--- src/rtl/u16u8_pkg.sv ---
`default_nettype none

package u16u8_pkg;

	localparam int UNIT_W    = 16;
	localparam int BYTE_W    = 8;
	localparam int CP_W      = 21;
	localparam int MAX_BYTES = 6;
	localparam int ENC_BYTES = 4;
	localparam int CNT_W     = 3;
	localparam int ENC_LEN_W = 3;
	localparam int QDEPTH    = 2;
	localparam int QPTR_W    = 1;
	localparam int QCNT_W    = 2;

	localparam logic [UNIT_W-1:0] SURR_HI_MIN = 16'hD800;
	localparam logic [UNIT_W-1:0] SURR_HI_MAX = 16'hDBFF;
	localparam logic [UNIT_W-1:0] SURR_LO_MIN = 16'hDC00;
	localparam logic [UNIT_W-1:0] SURR_LO_MAX = 16'hDFFF;
	localparam logic [CP_W-1:0]   CP_SUPP_BASE = 21'h10000;
	localparam logic [CP_W-1:0]   CP_MAX_1B    = 21'h7F;
	localparam logic [CP_W-1:0]   CP_MAX_2B    = 21'h7FF;
	localparam logic [CP_W-1:0]   CP_MAX_3B    = 21'hFFFF;
	localparam logic [BYTE_W-1:0] LEAD_2B      = 8'hC0;
	localparam logic [BYTE_W-1:0] LEAD_3B      = 8'hE0;
	localparam logic [BYTE_W-1:0] LEAD_4B      = 8'hF0;
	localparam logic [BYTE_W-1:0] CONT_B       = 8'h80;

	localparam logic [CNT_W-1:0] HELD_BYTES = 3'd3;

	typedef struct packed {
		logic [ENC_BYTES-1:0][BYTE_W-1:0] b;
		logic [ENC_LEN_W-1:0]             len;
	} enc_t;

	typedef struct packed {
		logic [MAX_BYTES-1:0][BYTE_W-1:0] bytes;
		logic [CNT_W-1:0]                 count;
		logic                             last;
	} job_t;

	function automatic enc_t encode_point(input logic [CP_W-1:0] cp);
		enc_t e;
		e = '0;
		if (cp <= CP_MAX_1B) begin
			e.b[0] = cp[7:0];
			e.len  = 3'd1;
		end else if (cp <= CP_MAX_2B) begin
			e.b[0] = LEAD_2B | {3'b000, cp[10:6]};
			e.b[1] = CONT_B | {2'b00, cp[5:0]};
			e.len  = 3'd2;
		end else if (cp <= CP_MAX_3B) begin
			e.b[0] = LEAD_3B | {4'b0000, cp[15:12]};
			e.b[1] = CONT_B | {2'b00, cp[11:6]};
			e.b[2] = CONT_B | {2'b00, cp[5:0]};
			e.len  = 3'd3;
		end else begin
			e.b[0] = LEAD_4B | {5'b00000, cp[20:18]};
			e.b[1] = CONT_B | {2'b00, cp[17:12]};
			e.b[2] = CONT_B | {2'b00, cp[11:6]};
			e.b[3] = CONT_B | {2'b00, cp[5:0]};
			e.len  = 3'd4;
		end
		return e;
	endfunction

endpackage

`default_nettype wire

--- src/rtl/u16u8_if.sv ---
`default_nettype none

interface u16u8_in_if;
	import u16u8_pkg::*;

	logic              valid;
	logic              ready;
	logic [UNIT_W-1:0] code_unit;
	logic              end_of_input;

	modport source(output valid, output code_unit, output end_of_input, input ready);
	modport sink(input valid, input code_unit, input end_of_input, output ready);
endinterface

interface u16u8_out_if;
	import u16u8_pkg::*;

	logic              valid;
	logic              ready;
	logic [BYTE_W-1:0] out_byte;
	logic              run_last;
	logic              string_end;

	modport source(output valid, output out_byte, output run_last, output string_end,
		input ready);
	modport sink(input valid, input out_byte, input run_last, input string_end,
		output ready);
endinterface

`default_nettype wire

--- src/rtl/utf16_to_utf8_encoder_unit.sv ---
// UTF-16 to UTF-8 transcoder.
// unit_in takes one UTF-16 code unit per transfer, with end_of_input set on
// the final unit of a string. byte_out gives one UTF-8 byte per transfer;
// run_last marks the last byte caused by an input unit and string_end the
// last byte of the string. A high surrogate that is not the final unit is
// kept until the next unit: a following low surrogate makes a 4-byte sequence,
// anything else sends it as 3 bytes first. Lone surrogates give 3 bytes each.
// The front stage classifies a unit and builds all its bytes (up to six) in
// the cycle it is accepted; a two-entry job queue feeds the back stage, which
// sends one byte per cycle from an output register while byte_out is ready.
// The first byte of a unit is written into a queue entry and then loaded
// into the output register before byte_out shows it.
// Throughput: one byte per cycle while byte_out is ready; a unit gives 1 to 3
// bytes (most units) or up to 6, and a unit that is only kept gives none.
// Reset clears the kept surrogate and empties the queue and the output register.
// When byte_out stalls the output register holds, the queue fills and
// unit_in.ready drops once both queue entries are taken.
`default_nettype none

module utf16_to_utf8_encoder_unit (
	input  wire          clk,
	input  wire          arst_n,
	u16u8_in_if.sink     unit_in,
	u16u8_out_if.source  byte_out
);
	import u16u8_pkg::*;

	job_t job;
	job_t head_job;
	logic push;
	logic full;
	logic head_valid;
	logic pop;

	u16u8_front u_front (
		.clk     (clk),
		.arst_n  (arst_n),
		.unit_in (unit_in),
		.q_full  (full),
		.push    (push),
		.job     (job)
	);

	u16u8_queue u_queue (
		.clk        (clk),
		.arst_n     (arst_n),
		.push       (push),
		.push_job   (job),
		.full       (full),
		.head_valid (head_valid),
		.head_job   (head_job),
		.pop        (pop)
	);

	u16u8_back u_back (
		.clk        (clk),
		.arst_n     (arst_n),
		.head_valid (head_valid),
		.head_job   (head_job),
		.pop        (pop),
		.byte_out   (byte_out)
	);

endmodule

`default_nettype wire

--- src/rtl/u16u8_front.sv ---
`default_nettype none

module u16u8_front (
	input  wire               clk,
	input  wire               arst_n,
	u16u8_in_if.sink          unit_in,
	input  wire               q_full,
	output logic              push,
	output u16u8_pkg::job_t   job
);
	import u16u8_pkg::*;

	logic              held_valid_q;
	logic [UNIT_W-1:0] held_high_q;
	logic              accept;
	logic              is_high;
	logic              is_low;
	logic              pair;
	logic              lead_held;
	logic              emit_unit;
	logic [CP_W-1:0]   cp_unit;
	enc_t              enc_held;
	enc_t              enc_unit;

	assign unit_in.ready = !q_full;
	assign accept        = unit_in.valid && unit_in.ready;

	always_comb begin
		is_high   = unit_in.code_unit >= SURR_HI_MIN && unit_in.code_unit <= SURR_HI_MAX;
		is_low    = unit_in.code_unit >= SURR_LO_MIN && unit_in.code_unit <= SURR_LO_MAX;
		pair      = held_valid_q && is_low;
		lead_held = held_valid_q && !pair;
		emit_unit = pair || !(is_high && !unit_in.end_of_input);
		cp_unit   = pair ? CP_SUPP_BASE + {1'b0, held_high_q[9:0], unit_in.code_unit[9:0]}
		                 : {5'b00000, unit_in.code_unit};
		enc_held  = encode_point({5'b00000, held_high_q});
		enc_unit  = encode_point(cp_unit);

		job.last = unit_in.end_of_input;
		if (lead_held) begin
			job.bytes = {enc_unit.b[2:0], enc_held.b[2:0]};
			job.count = HELD_BYTES + (emit_unit ? enc_unit.len : 3'd0);
		end else begin
			job.bytes = {16'h0000, enc_unit.b};
			job.count = emit_unit ? enc_unit.len : 3'd0;
		end
		push = accept && (job.count != '0);
	end

	always_ff @(posedge clk or negedge arst_n) begin
		if (!arst_n) begin
			held_valid_q <= 1'b0;
			held_high_q  <= '0;
		end else if (accept) begin
			if (!pair && is_high && !unit_in.end_of_input) begin
				held_valid_q <= 1'b1;
				held_high_q  <= unit_in.code_unit;
			end else begin
				held_valid_q <= 1'b0;
				held_high_q  <= '0;
			end
		end
	end

	// end of string always leaves the hold empty
	a_clear_at_end: assert property (@(posedge clk) disable iff (!arst_n)
		(accept && unit_in.end_of_input) |=> !held_valid_q)
		else $error("hold not cleared at end of string");

	// an item that only holds a surrogate makes no transfer into the queue
	a_hold_no_push: assert property (@(posedge clk) disable iff (!arst_n)
		(accept && !held_valid_q && is_high && !unit_in.end_of_input) |-> !push)
		else $error("held surrogate pushed bytes");

endmodule

`default_nettype wire

--- src/rtl/u16u8_queue.sv ---
`default_nettype none

module u16u8_queue (
	input  wire               clk,
	input  wire               arst_n,
	input  wire               push,
	input  u16u8_pkg::job_t   push_job,
	output logic              full,
	output logic              head_valid,
	output u16u8_pkg::job_t   head_job,
	input  wire               pop
);
	import u16u8_pkg::*;

	job_t              entry_q [QDEPTH];
	logic [QPTR_W-1:0] wr_ptr_q;
	logic [QPTR_W-1:0] rd_ptr_q;
	logic [QCNT_W-1:0] cnt_q;
	logic              do_push;
	logic              do_pop;

	assign full       = cnt_q == QCNT_W'(QDEPTH);
	assign head_valid = cnt_q != '0;
	assign head_job   = entry_q[rd_ptr_q];
	assign do_push    = push && !full;
	assign do_pop     = pop && head_valid;

	always_ff @(posedge clk) begin
		if (do_push) begin
			entry_q[wr_ptr_q] <= push_job;
		end
	end

	always_ff @(posedge clk or negedge arst_n) begin
		if (!arst_n) begin
			wr_ptr_q <= '0;
			rd_ptr_q <= '0;
			cnt_q    <= '0;
		end else begin
			if (do_push) begin
				wr_ptr_q <= wr_ptr_q + 1'b1;
			end
			if (do_pop) begin
				rd_ptr_q <= rd_ptr_q + 1'b1;
			end
			cnt_q <= cnt_q + QCNT_W'(do_push) - QCNT_W'(do_pop);
		end
	end

	a_cnt_bound: assert property (@(posedge clk) disable iff (!arst_n)
		cnt_q <= QCNT_W'(QDEPTH))
		else $error("queue count beyond depth");

	a_no_lost_push: assert property (@(posedge clk) disable iff (!arst_n)
		push |-> !full)
		else $error("push while queue full");

endmodule

`default_nettype wire

--- src/rtl/u16u8_back.sv ---
`default_nettype none

module u16u8_back (
	input  wire               clk,
	input  wire               arst_n,
	input  wire               head_valid,
	input  u16u8_pkg::job_t   head_job,
	output logic              pop,
	u16u8_out_if.source       byte_out
);
	import u16u8_pkg::*;

	logic [CNT_W-1:0]  idx_q;
	logic              out_valid_q;
	logic [BYTE_W-1:0] out_byte_q;
	logic              run_last_q;
	logic              string_end_q;
	logic              load;
	logic              final_byte;

	assign load       = head_valid && (!out_valid_q || byte_out.ready);
	assign final_byte = CNT_W'(idx_q + 1'b1) == head_job.count;
	assign pop        = load && final_byte;

	assign byte_out.valid      = out_valid_q;
	assign byte_out.out_byte   = out_byte_q;
	assign byte_out.run_last   = run_last_q;
	assign byte_out.string_end = string_end_q;

	always_ff @(posedge clk) begin
		if (load) begin
			out_byte_q   <= head_job.bytes[idx_q];
			run_last_q   <= final_byte;
			string_end_q <= final_byte && head_job.last;
		end
	end

	always_ff @(posedge clk or negedge arst_n) begin
		if (!arst_n) begin
			out_valid_q <= 1'b0;
			idx_q       <= '0;
		end else begin
			if (load) begin
				out_valid_q <= 1'b1;
				idx_q       <= final_byte ? '0 : CNT_W'(idx_q + 1'b1);
			end else if (byte_out.ready) begin
				out_valid_q <= 1'b0;
			end
		end
	end

	a_idx_in_job: assert property (@(posedge clk) disable iff (!arst_n)
		head_valid |-> idx_q < head_job.count)
		else $error("byte index past job length");

endmodule

`default_nettype wire

--- src/flat_wrapper.sv ---
// flat-port wrapper written by rule: the top's interface ports become plain ports
module utf16_to_utf8_encoder_unit_flat import u16u8_pkg::*;
  (clk, arst_n, unit_in_valid, unit_in_code_unit, unit_in_end_of_input, unit_in_ready, byte_out_valid, byte_out_out_byte, byte_out_run_last, byte_out_string_end, byte_out_ready);
  u16u8_in_if unit_in_i ();
  u16u8_out_if byte_out_i ();
  input  wire clk;
  input  wire arst_n;
  input wire logic [$bits(unit_in_i.valid)-1:0] unit_in_valid;
  input wire logic [$bits(unit_in_i.code_unit)-1:0] unit_in_code_unit;
  input wire logic [$bits(unit_in_i.end_of_input)-1:0] unit_in_end_of_input;
  output wire logic [$bits(unit_in_i.ready)-1:0] unit_in_ready;
  output wire logic [$bits(byte_out_i.valid)-1:0] byte_out_valid;
  output wire logic [$bits(byte_out_i.out_byte)-1:0] byte_out_out_byte;
  output wire logic [$bits(byte_out_i.run_last)-1:0] byte_out_run_last;
  output wire logic [$bits(byte_out_i.string_end)-1:0] byte_out_string_end;
  input wire logic [$bits(byte_out_i.ready)-1:0] byte_out_ready;
  assign unit_in_i.valid = unit_in_valid;
  assign unit_in_i.code_unit = unit_in_code_unit;
  assign unit_in_i.end_of_input = unit_in_end_of_input;
  assign unit_in_ready = unit_in_i.ready;
  assign byte_out_valid = byte_out_i.valid;
  assign byte_out_out_byte = byte_out_i.out_byte;
  assign byte_out_run_last = byte_out_i.run_last;
  assign byte_out_string_end = byte_out_i.string_end;
  assign byte_out_i.ready = byte_out_ready;
  utf16_to_utf8_encoder_unit u_core (.clk(clk), .arst_n(arst_n), .unit_in(unit_in_i), .byte_out(byte_out_i));
endmodule
--- config.mk ---
export PLATFORM = sky130hd
export DESIGN_NAME = utf16_to_utf8_encoder_unit_flat
export DESIGN_NICKNAME = d
export VERILOG_FILES = /design/src/rtl/u16u8_pkg.sv /design/src/rtl/u16u8_if.sv /design/src/rtl/utf16_to_utf8_encoder_unit.sv /design/src/rtl/u16u8_front.sv /design/src/rtl/u16u8_queue.sv /design/src/rtl/u16u8_back.sv /design/src/flat_wrapper.sv
export SDC_FILE = /design/constraint.sdc
export NUM_CORES = 1
export LEC_CHECK = 0
export ABC_AREA = 0
export BUFFER_PORTS_ARGS = -buffer_cell sky130_fd_sc_hd__buf_2
export CAP_MARGIN = 25
export CORE_MARGIN = 10
export CORE_UTILIZATION = 50
export DETAILED_ROUTE_END_ITERATION = 6
export GPL_TIMING_DRIVEN = 0
export PLACE_DENSITY = 0.7
export SETUP_SLACK_MARGIN = 0.05
export SKIP_LAST_GASP = 1
export SYNTH_ARGS = -nofsm -noshare
export SYNTH_HDL_FRONTEND = slang
export SYNTH_HIERARCHICAL = 1
export SYNTH_SLANG_ARGS = --single-unit
export TNS_END_PERCENT = 1
--- constraint.sdc ---
create_clock -name clk -period 5.2 [get_ports clk]
set_input_delay 1.04 -clock clk [delete_from_list [all_inputs] [get_ports clk]]
set_output_delay 1.04 -clock clk [all_outputs]
set_load 0.02 [all_outputs]
# After elaboration in Yosys (flattened, before gate mapping)
# Memory sizes are Yosys's and may differ from the RTL's.
# Cells that the tools add are included.
[word_totals] reg_bits=35 n_memories=1 ram_bits=104
[op_classes] mux=22 n_lt_le_gt_ge=10 n_eq_ne=2 reduce_logical=24 addsub=7
[mem_list] name="u_core.u_queue.entry_q" words=2 word_bits=52 rd=1 rd_ports_with_merged_regs=0 write_ports=1 line="u16u8_queue.sv:15" rtl="job_t entry_q [QDEPTH];"
[ops] cell="2-to-1 mux 51 bit" count=1
[ops] cell="2-to-1 mux 16 bit" count=3
[ops] cell=">= comparator 16 bit, second input constant" count=2
[ops] cell="less-or-equal comparator 16 bit, second input constant" count=2
[ops] cell="2-to-1 mux 25 bit" count=1
[ops] cell="binary-select mux 8 bit (select 3 bit)" count=1
[ops] cell="2-to-1 mux 24 bit" count=1
[ops] cell="2-to-1 mux 8 bit" count=3
[ops] cell="2-to-1 mux 11 bit" count=2
[ops] cell="adder 17 x 20 -> 21 bit, first input constant" count=1
[ops] cell="less-or-equal comparator 21 x 11 -> 1 bit, second input constant" count=1
[ops] cell="less-or-equal comparator 21 x 16 -> 1 bit, second input constant" count=1
[ops] cell="less-or-equal comparator 21 x 7 -> 1 bit, second input constant" count=1
[ops] cell="2-to-1 mux 21 bit" count=1
[ops] cell="2-to-1 mux 19 bit" count=1
[ops] cell="2-to-1 mux 17 bit" count=1
[ops] cell="less-or-equal comparator 16 x 11 -> 1 bit, second input constant" count=1
[ops] cell="less-or-equal comparator 16 x 7 -> 1 bit, second input constant" count=1
[ops] cell="logical AND 1 bit" count=14
[ops] cell="2-to-1 mux 3 bit" count=2
[ops] cell="zero test 1 bit" count=5
[ops] cell="2-to-1 mux 1 bit" count=5
[ops] cell="less-than comparator 3 x 4 -> 1 bit, second input constant" count=1
[ops] cell="nonzero test 2 bit" count=2
[ops] cell="9 further kinds" count=11

# Longest topological paths before layout
# Gate-level depths: netlist of run 1.
[depth] depth_word=16 ltp_mapped=16 ltp_nobuf=16

# By module
# The synthesis of run 1 kept the hierarchy.
[modules_own_cells] module="u16u8_queue" n_inst=1 area_per_inst_um2=4162.7 seq_area_each_um2=3223.1 cells_per_inst=180
[modules_own_cells] module="u16u8_front" n_inst=1 area_per_inst_um2=2047.0 seq_area_each_um2=425.4 cells_per_inst=279
[modules_own_cells] module="u16u8_back" n_inst=1 area_per_inst_um2=952.2 seq_area_each_um2=400.4 cells_per_inst=73

# Worst setup path before layout of run 1
# Ideal clock, no wire load.
[synth_timing] path_type="input to register" startpoint="in unit_in_code_unit[13]" endpoint="mem u_core/u_queue/entry_q[0][0] (netlist name), enable pin" arrival_time_ns=5.053 setup_ns=0.462 stages=10 slack_ns=-0.315 n_path_buf=1 cell_sequence="or4_1 > o21a_1 > nor3_4 > buf_6 > a21o_1 > ha_1 > nand4_1 > o221a_1 > nand2_1 > nor2_1"
[synth_via] elab_chain_len=16 elab_cells_between_ends=27 cone_classes="1 x add/sub; 7 x order compare; 8 x mux; 11 x reduce/logical"
[synth_rtl] element="start: declaration" line="flat_wrapper.sv:9" rtl="input wire logic [$bits(unit_in_i.code_unit)-1:0] unit_in_code_unit;"
[synth_rtl] element=">= comparator 16 bit / less-or-equal comparator 16 bit (equally long branches)" line="u16u8_front.sv:30" rtl="is_low = unit_in.code_unit >= SURR_LO_MIN && unit_in.code_unit <= SURR_LO_MAX;"
[synth_rtl] element="logical AND 1 bit" line="u16u8_front.sv:30"
[synth_rtl] element="logical AND 1 bit" line="u16u8_front.sv:31" rtl="pair = held_valid_q && is_low;"
[synth_rtl] element="2-to-1 mux 21 bit" line="u16u8_front.sv:34" rtl="cp_unit = pair ? CP_SUPP_BASE + {1'b0, held_high_q[9:0], unit_in.code_unit[9:0]}"
[synth_rtl] element="less-or-equal comparator 21 x 16 -> 1 bit" line="u16u8_pkg.sv:52" rtl="end else if (cp <= CP_MAX_3B) begin"
[synth_rtl] element="2-to-1 mux 25 bit" line="u16u8_pkg.sv:52"
[synth_rtl] element="2-to-1 mux 19 bit" line="u16u8_pkg.sv:48" rtl="end else if (cp <= CP_MAX_2B) begin"
[synth_rtl] element="2-to-1 mux 11 bit" line="u16u8_pkg.sv:45" rtl="if (cp <= CP_MAX_1B) begin"
[synth_rtl] element="2-to-1 mux 3 bit" line="u16u8_front.sv:42, u16u8_front.sv:45"
[synth_rtl] element="adder 2 x 3 -> 3 bit" line="u16u8_front.sv:42" rtl="job.count = HELD_BYTES + (emit_unit ? enc_unit.len : 3'd0);"
[synth_rtl] element="2-to-1 mux 51 bit *" line="u16u8_front.sv:40" rtl="if (lead_held) begin"
[synth_rtl] element="nonzero test 3 bit *" line="u16u8_front.sv:47" rtl="push = accept && (job.count != '0);"
[synth_rtl] element="logical AND 1 bit *" line="u16u8_front.sv:47"
[synth_rtl] element="via u_core.push" line="utf16_to_utf8_encoder_unit.sv:30" rtl="logic push;"
[synth_rtl] element="logical AND 1 bit *" line="u16u8_queue.sv:25" rtl="assign do_push = push && !full;"
[synth_rtl] element="2-to-1 mux 1 bit *" line="u16u8_queue.sv:29" rtl="if (do_push) begin"
[synth_rtl] element="2-to-1 mux 1 bit (not written as such) *" line="u16u8_queue.sv:30" rtl="entry_q[wr_ptr_q] <= push_job;"
[synth_rtl] element="end: declaration" line="u16u8_queue.sv:15"
# Mark *: on every way through the listed nets, which the timed path passes. The rest lies on a longest branch.

==> summary.txt, run 1 <==
Clock tree
  • Max clock buf depth: 2
  • Clock Sinks: 139
  • Clk Latency, worst-skew pair: 0.41 ns
  • Clock transition at path regs: 0.06 ns
  • Post-CTS sizing: 0
  • # hold bufs at CTS: 0
  • Number of buffers inserted by post-CTS setup repair: 0
  • TritonCTS buffer count: 17
  • CTS tree: done
  • Htree depth: 4
  • Root buf cell: clkbuf_16

Hold path
  • Worst min-delay path category: reg -> reg
  • WHS Endpoint: u_core/u_queue/cnt_q[1]$_DFF_PN0_
  • Hold depth: 1
  • Hold Crit Start: u_core/u_queue/cnt_q[1]$_DFF_PN0_

Route
  • DRC viols: 0
  • Final ANT Viol Nets: 0
  • Via count: 4,702
  • Wire per inst: 22.1 um
  • Routed wire length: 17.2 mm
  • Vias per cell: 6.04
  • DRT Pass-1 Iters: 5
  • Initial DRC Count: 421

Setup path
  • R2R depth: 11
  • Critical path's largest stage delay: 0.70 ns
  • Critical path, cell by cell: clkbuf_1 > nand3_1 > nor2_1 > a211oi_1 > nand2_2 > nand2b_1 > ha_1 > a21oi_1 > o221a_1 > nand2_1 > nor2_4 > buf_12
  • WS Path Type: in -> reg
  • Slowest cell on crit path: nor2_4
  • Arrival time at the worst endpoint: 4.42 ns
  • Worst-path fanout max: 27
  • Worst setup EP type: flip-flop
  • Reg2reg setup slack: 1.05 ns
  • Critical R2R Launch: u_core/u_front/held_high_q[6]$_DFFE_PN0P_
  • CP startpoint kind: input pin
  • Required time worst endpoint: 5.31 ns
  • R2R Path End: u_core/u_queue/entry_q[0][13]$_DFFE_PP_

GRT
  • Vias in the first global route: 4,654
  • Global-route wire length before repair: 26.8 mm
  • Antenna violations before repair: 0
  • Pin count of the biggest net entering global routing: 28
  • Remaining global-route overflow: 0
  • Total GRT Usage: 0.177

Timing
  • Slew Viols, Final: 0
  • Max_slew headroom: 0.411
  • Final Hold Fails: 0
  • Clk_skew: 0.00871 ns
  • Final period utilization: 0.827
  • RSZ-0062 raised after global routing: false
  • Worst setup margin: 0.897 ns
  • Crit path time final: 4.30 ns
  • Fmax achieved: 232 MHz
  • Worst slew pin tran: 0.882 ns
  • Setup-failing EPs final: 0

Place
  • Detail Placement HPWL: 12.6 mm
  • Port bufs: 30
  • Placed insts: 747
  • Gpl congestion: 0.969
  • Setup Slack @ Placement: 0.480 ns

Power and ir drop
  • Sequential power share: 0.378
  • Combinational fraction of design power: 0.337
  • Leak: 3.23 nW
  • Internal Power: 0.00298 W
  • Switching pwr: 0.00125 W
  • Switching share of power: 0.296
  • VDD IR max: 0.000240 V
  • Power per Cell Area: 515 mW/mm^2
  • Clock network power share: 0.286

Synth
  • Synth Flop Type: edfxtp_1
  • Post-Syn Instances: 532
  • Yosys warning count: 6
  • Synth Cell Area: 0.00716 sq mm
  • Post-synth EDFFs: 114
  • Sequential-to-total area share from yosys stat: 0.565
  • Synthesized area per cell: 13.5 sq um
  • Seq cells post-synth: 139
  • Async SR Flop Fraction: 0.180
  • Synth cell types: 76

Layout
  • Most frequent cells in the layout: edfxtp_1, mux2_4, a21oi_1, buf_2, nand2_1
  • Antenna Cells: 0
  • Layout cells sized above 1: 0.285
  • Fin nets: 613
  • Final Non-Filler Cells: 779
  • Layout Area Growth over Synthesis: 14.6%
  • Fillers: 1,109
  • Commonest non-fill, non-tap cell in the layout: edfxtp_1

Floorplanning
  • CORE AREA: 0.0139 sq mm
  • Core Rows: 43
  • Die Span X: 140 um
  • Die outline height: 140 um
  • Die area: 0.0195 sq mm
  • Initial Util: 0.514
  • I/O pin cnt: 33

Run
  • Max-cap violations: 0

Outcome
  • Outcome: finished, final reports clean
## flip-flops by register name (all words and copies together) (netlist names), 2 cells and up
name                             cells
u_core/u_back/byte_out.out_byte      8
u_core/u_queue/entry_q             104
u_core/u_back/idx_q                  3
u_core/u_front/held_high_q          16
u_core/u_queue/cnt_q                 2
## critical path, delay by kind of cell
kind | cells | cell delay (ns)
and+or+nand+nor | 6 | 1.81
buffers and inverters | 2 | 0.61
AOI/OAI and AO/OA | 3 | 0.67
adders and majority gates | 1 | 0.23
## worst max-delay path by stage
stage	start	to	slack (ns)
floorplan	unit_in_code_unit[13]	u_core/u_queue/entry_q[0][0]$_DFFE_PP_	0.55
finish	unit_in_code_unit[10]	u_core/u_queue/entry_q[0][13]$_DFFE_PP_	0.90
global placement	unit_in_code_unit[10]	u_core/u_queue/entry_q[0][30]$_DFFE_PP_	-0.62
CTS	unit_in_code_unit[10]	u_core/u_queue/entry_q[0][12]$_DFFE_PP_	0.92
detailed placement	unit_in_code_unit[10]	u_core/u_queue/entry_q[0][30]$_DFFE_PP_	0.48
global route	unit_in_code_unit[10]	u_core/u_queue/entry_q[0][12]$_DFFE_PP_	0.63
## cells in the mapped netlist, types with 7 or more instances
| master | count | area [sq um] |
|---|---|---|
| mux4_2 | 8 | 180 |
| dfrtp_1 | 25 | 626 |
| buf_2 | 12 | 60.1 |
| o22ai_1 | 9 | 56.3 |
| buf_6 | 9 | 101 |
| clkbuf_1 | 11 | 41.3 |
| nor2_1 | 28 | 105 |
| inv_1 | 15 | 56.3 |
| nand3_1 | 7 | 35.0 |
| and3_1 | 10 | 62.6 |
| a22o_1 | 11 | 96.3 |
| nor3_1 | 8 | 40.0 |
| mux2i_1 | 14 | 140 |
| o21ai_0 | 10 | 50.1 |
| edfxtp_1 | 114 | 3420 |
| a21o_1 | 9 | 67.6 |
| nand2_1 | 29 | 109 |
| a21oi_1 | 43 | 215 |
| mux2_4 | 49 | 736 |
## final cells by class
| cell class | count | area, sq um | area share |
|---|---|---|---|
| sequential | 139 | 4050 | 0.493 |
| multi-input combinational | 340 | 2810 | 0.342 |
| clock buffer | 22 | 494 | 0.0602 |
| buffer | 40 | 265 | 0.0323 |
| tap | 180 | 225 | 0.0274 |
| timing repair buffer | 32 | 190 | 0.0232 |
| clock inverter | 10 | 114 | 0.0139 |
| inverter | 16 | 60.1 | 0.00732 |
## metal layers
metal,up-vias,wire (um),track usage
li1,2134,-,-
met1,2337,7270,0.218
met2,192,8440,0.287
met3,39,974,0.0480
met4,0,567,0.0766
met5,-,0,0
## cell families (layout without fill, tap and decap cells)
family | Yosys count | after routing | synth area share
flops | 139 | 139 | 0.565
compound gates | 123 | 123 | 0.117
simple gates | 123 | 123 | 0.0947
mux | 74 | 74 | 0.152
buf+inv | 56 | 120 | 0.0454
xor+xnor | 10 | 10 | 0.0142
fa+ha+maj | 6 | 6 | 0.0105
other cells | 1 | 4 | 0.000524
## power by group through the flow
stage	sequential, W	combinational (W)	clock (W)
6_report	0.00160	0.00142	0.00121
2_1_floorplan	0.00167	0.00102	0
4_1_cts	0.00160	0.00144	0.00123
5_1_grt	0.00162	0.00152	0.00129
3_5_place_dp	0.00162	0.00142	0
3_3_place_gp	0.00162	0.00136	0
## through the flow
| stage | hold WS [ns] | cell area, sq um | TNS [ns] | power (W) | util |
|---|---|---|---|---|---|
| 2_1_floorplan | 0.460 | 7180 | 0 | 0.00269 | - |
| 3_3_place_gp | 0.477 | 7550 | -51.30 | 0.00298 | 0.542 |
| 3_5_place_dp | 0.497 | 7600 | 0 | 0.00304 | 0.545 |
| 4_1_cts | 0.510 | 8210 | 0 | 0.00427 | 0.589 |
| 5_1_grt | 0.540 | 8210 | 0 | 0.00443 | 0.589 |
| 6_report | 0.507 | 8210 | 0 | 0.00423 | 0.589 |
Note: power is estimated with default switching activity, not from simulation.
==> run 2: changes to the inputs <==
- clock period: 5.2 -> 3.5 ns (I/O delays scaled with it)
==> summary.txt, run 2 (synthesis gave the netlist of run 1 again) <==
Timing
  • Final Hold Fails: 0 (unchanged)
  • Worst slew pin tran: 0.782 ns (was 0.882 ns)
  • Max_slew headroom: 0.474 (was 0.411)
  • Setup-failing EPs final: 0 (unchanged)
  • RSZ-0062 raised after global routing: false (unchanged)
  • Final period utilization: 0.955
  • Slew Viols, Final: 0 (unchanged)
  • Clk_skew: 0.00873 ns (was 0.00871 ns)
  • Fin Setup TNS: 0 ns (unchanged)
  • Fmax achieved: 299 MHz
  • Worst setup margin: 0.158 ns (was 0.897 ns)
  • Crit path time final: 3.34 ns

Run
  • Max-cap violations: 0 (unchanged)

Clock tree
  • Max clock buf depth: 2 (unchanged)
  • Root buf cell: clkbuf_16 (unchanged)
  • Clock transition at path regs: 0.06 ns (about the same)
  • Clock Sinks: 139 (unchanged)
  • # hold bufs at CTS: 0 (unchanged)
  • Clk Latency, worst-skew pair: 0.42 ns (was 0.41 ns)
  • TritonCTS buffer count: 17 (unchanged)
  • CTS tree: done (unchanged)
  • Htree depth: 4 (unchanged)

Floorplanning
  • Die Span X: 140 um (unchanged)
  • Core Rows: 43 (unchanged)
  • Initial Util: 0.514 (unchanged)
  • I/O pin cnt: 33 (unchanged)
  • CORE AREA: 0.0139 sq mm (unchanged)
  • Die area: 0.0195 sq mm (unchanged)
  • Die outline height: 140 um (unchanged)

Route
  • Initial DRC Count: 515 (was 421)
  • Wire per inst: 22.0 um (was 22.1 um)
  • Final ANT Viol Nets: 0 (unchanged)
  • DRC viols: 0 (unchanged)
  • DRT Pass-1 Iters: 5 (unchanged)
  • Via count: 4,714 (was 4,702)
  • Routed wire length: 17.5 mm (was 17.2 mm)
  • Vias per cell: 5.93 (was 6.04)

Power and ir drop
  • VDD IR max: 0.000430 V (was 0.000240 V)
  • Power per Cell Area: 748 mW/mm^2 (was 515 mW/mm^2)
  • Leak: 3.32 nW (was 3.23 nW)

Setup path
  • WS Path Type: in -> reg (unchanged)
  • Worst-path fanout max: 40 (was 27)
  • Required time worst endpoint: 3.60 ns (was 5.31 ns)
  • R2R depth: 12 (was 11)
  • Arrival time at the worst endpoint: 3.44 ns (was 4.42 ns)
  • Worst setup EP type: flip-flop (unchanged)
  • CP startpoint kind: input pin (unchanged)

Layout
  • Largest Register: u_core/u_queue/entry_q (unchanged)
  • Fin nets: 629 (was 613)
  • Most frequent cells in the layout: edfxtp_1, mux2_4, a21oi_1, buf_2 (was edfxtp_1, mux2_4, a21oi_1, buf_2, nand2_1)
  • Fin util: 0.608 (was 0.589)
  • Layout cells sized above 1: 0.333 (was 0.285)
  • Final Non-Filler Cells: 795 (was 779)
  • Antenna Cells: 0 (unchanged)
  • Max reg flops: 104 (unchanged)
  • Layout Area Growth over Synthesis: 18.2% (was 14.6%)
  • Commonest non-fill, non-tap cell in the layout: edfxtp_1 (unchanged)

Place
  • Setup Slack @ Placement: -0.358 ns (was 0.480 ns)
  • Gpl congestion: 0.956 (was 0.969)
  • Port bufs: 30 (unchanged)
  • Detail Placement HPWL: 12.6 mm (about the same)
  • Placed insts: 748 (was 747)

GRT
  • Vias in the first global route: 4,723 (was 4,654)
  • Remaining global-route overflow: 0 (unchanged)
  • Total GRT Usage: 0.176 (was 0.177)
  • Global-route wire length before repair: 26.8 mm (about the same)
  • Pin count of the biggest net entering global routing: 41 (was 28)
  • Antenna violations before repair: 0 (unchanged)

Hold path
  • Worst min-delay path category: in -> async (was reg -> reg)

Outcome
  • Outcome: finished, final reports clean (unchanged)
-- run 2: per-layer routing --
metal | wire [um] | up-vias | global-route usage
met1 | 7610 | 2324 | 0.224
met4 | 388 | 0 | 0.0668
met2 | 8430 | 184 | 0.279
met3 | 1070 | 32 | 0.0456
li1 | - | 2174 | -
met5 | 0 | - | 0
-- run 2: worst max-delay path, stage by stage --
cell and delay, ns:
buf_2 0.14, nand4b_4 0.23, o31a_1 0.38, or2_1 0.26, buf_6 0.15, a21o_4 0.21, ha_1 0.20, a21oi_2 0.17
o221a_1 0.27, buf_4 0.13, and3_4 0.30, buf_12 0.27
-- run 2: path summary, 6_finish.rpt --
path	startpoint	endpoint	slack [ns]
worst max register to register	u_core/u_front/held_high_q[7]$_DFFE_PN0P_	u_core/u_queue/entry_q[1][14]$_DFFE_PP_	0.17
min in group clk	u_core/u_queue/cnt_q[1]$_DFF_PN0_	u_core/u_queue/cnt_q[1]$_DFF_PN0_	0.51
worst min-delay path	arst_n	u_core/u_queue/wr_ptr_q$_DFFE_PN0P_	0.31
worst max-delay path	unit_in_code_unit[13]	u_core/u_queue/entry_q[1][14]$_DFFE_PP_	0.16
max in group asynchronous	arst_n	u_core/u_front/held_valid_q$_DFFE_PN0P_	2.75
worst min register to register	u_core/u_queue/cnt_q[1]$_DFF_PN0_	u_core/u_queue/cnt_q[1]$_DFF_PN0_	0.51
-- run 2: power by group --
group / internal, W / switching, W / total (W)
Sequential: 0.00226 / 0.000113 / 0.00238
Clock: 0.00112 / 0.000675 / 0.00179
Combinational: 0.00107 / 0.00110 / 0.00216
Total: 0.00445 / 0.00188 / 0.00633
-- run 2: repair_timing --
item                       CTS  global route
pin swaps                    3            11
gates resized for setup      7            12
buffers inserted             4            13
setup endpoints to repair  105            62
-- run 2: through the flow --
step	instance area (sq um)	hold slack (ns)	power (W)
floorplan	7200	0.404	0.00400
global placement	7570	0.476	0.00443
detailed placement	7640	0.506	0.00455
CTS	8290	0.310	0.00636
global route	8470	0.327	0.00665
finish	8470	0.306	0.00633
-- run 2: final cells by class --
cell class              instances  area [sq um]
well taps                     180           225
clock buffers                  17           425
fillers                      1075          5470
repair buffers                 50           349
inverters                      16          60.1
multi-input cells             340          2920
clock inverters                15           173
plain buffers                  38           262
flip-flops and latches        139          4050
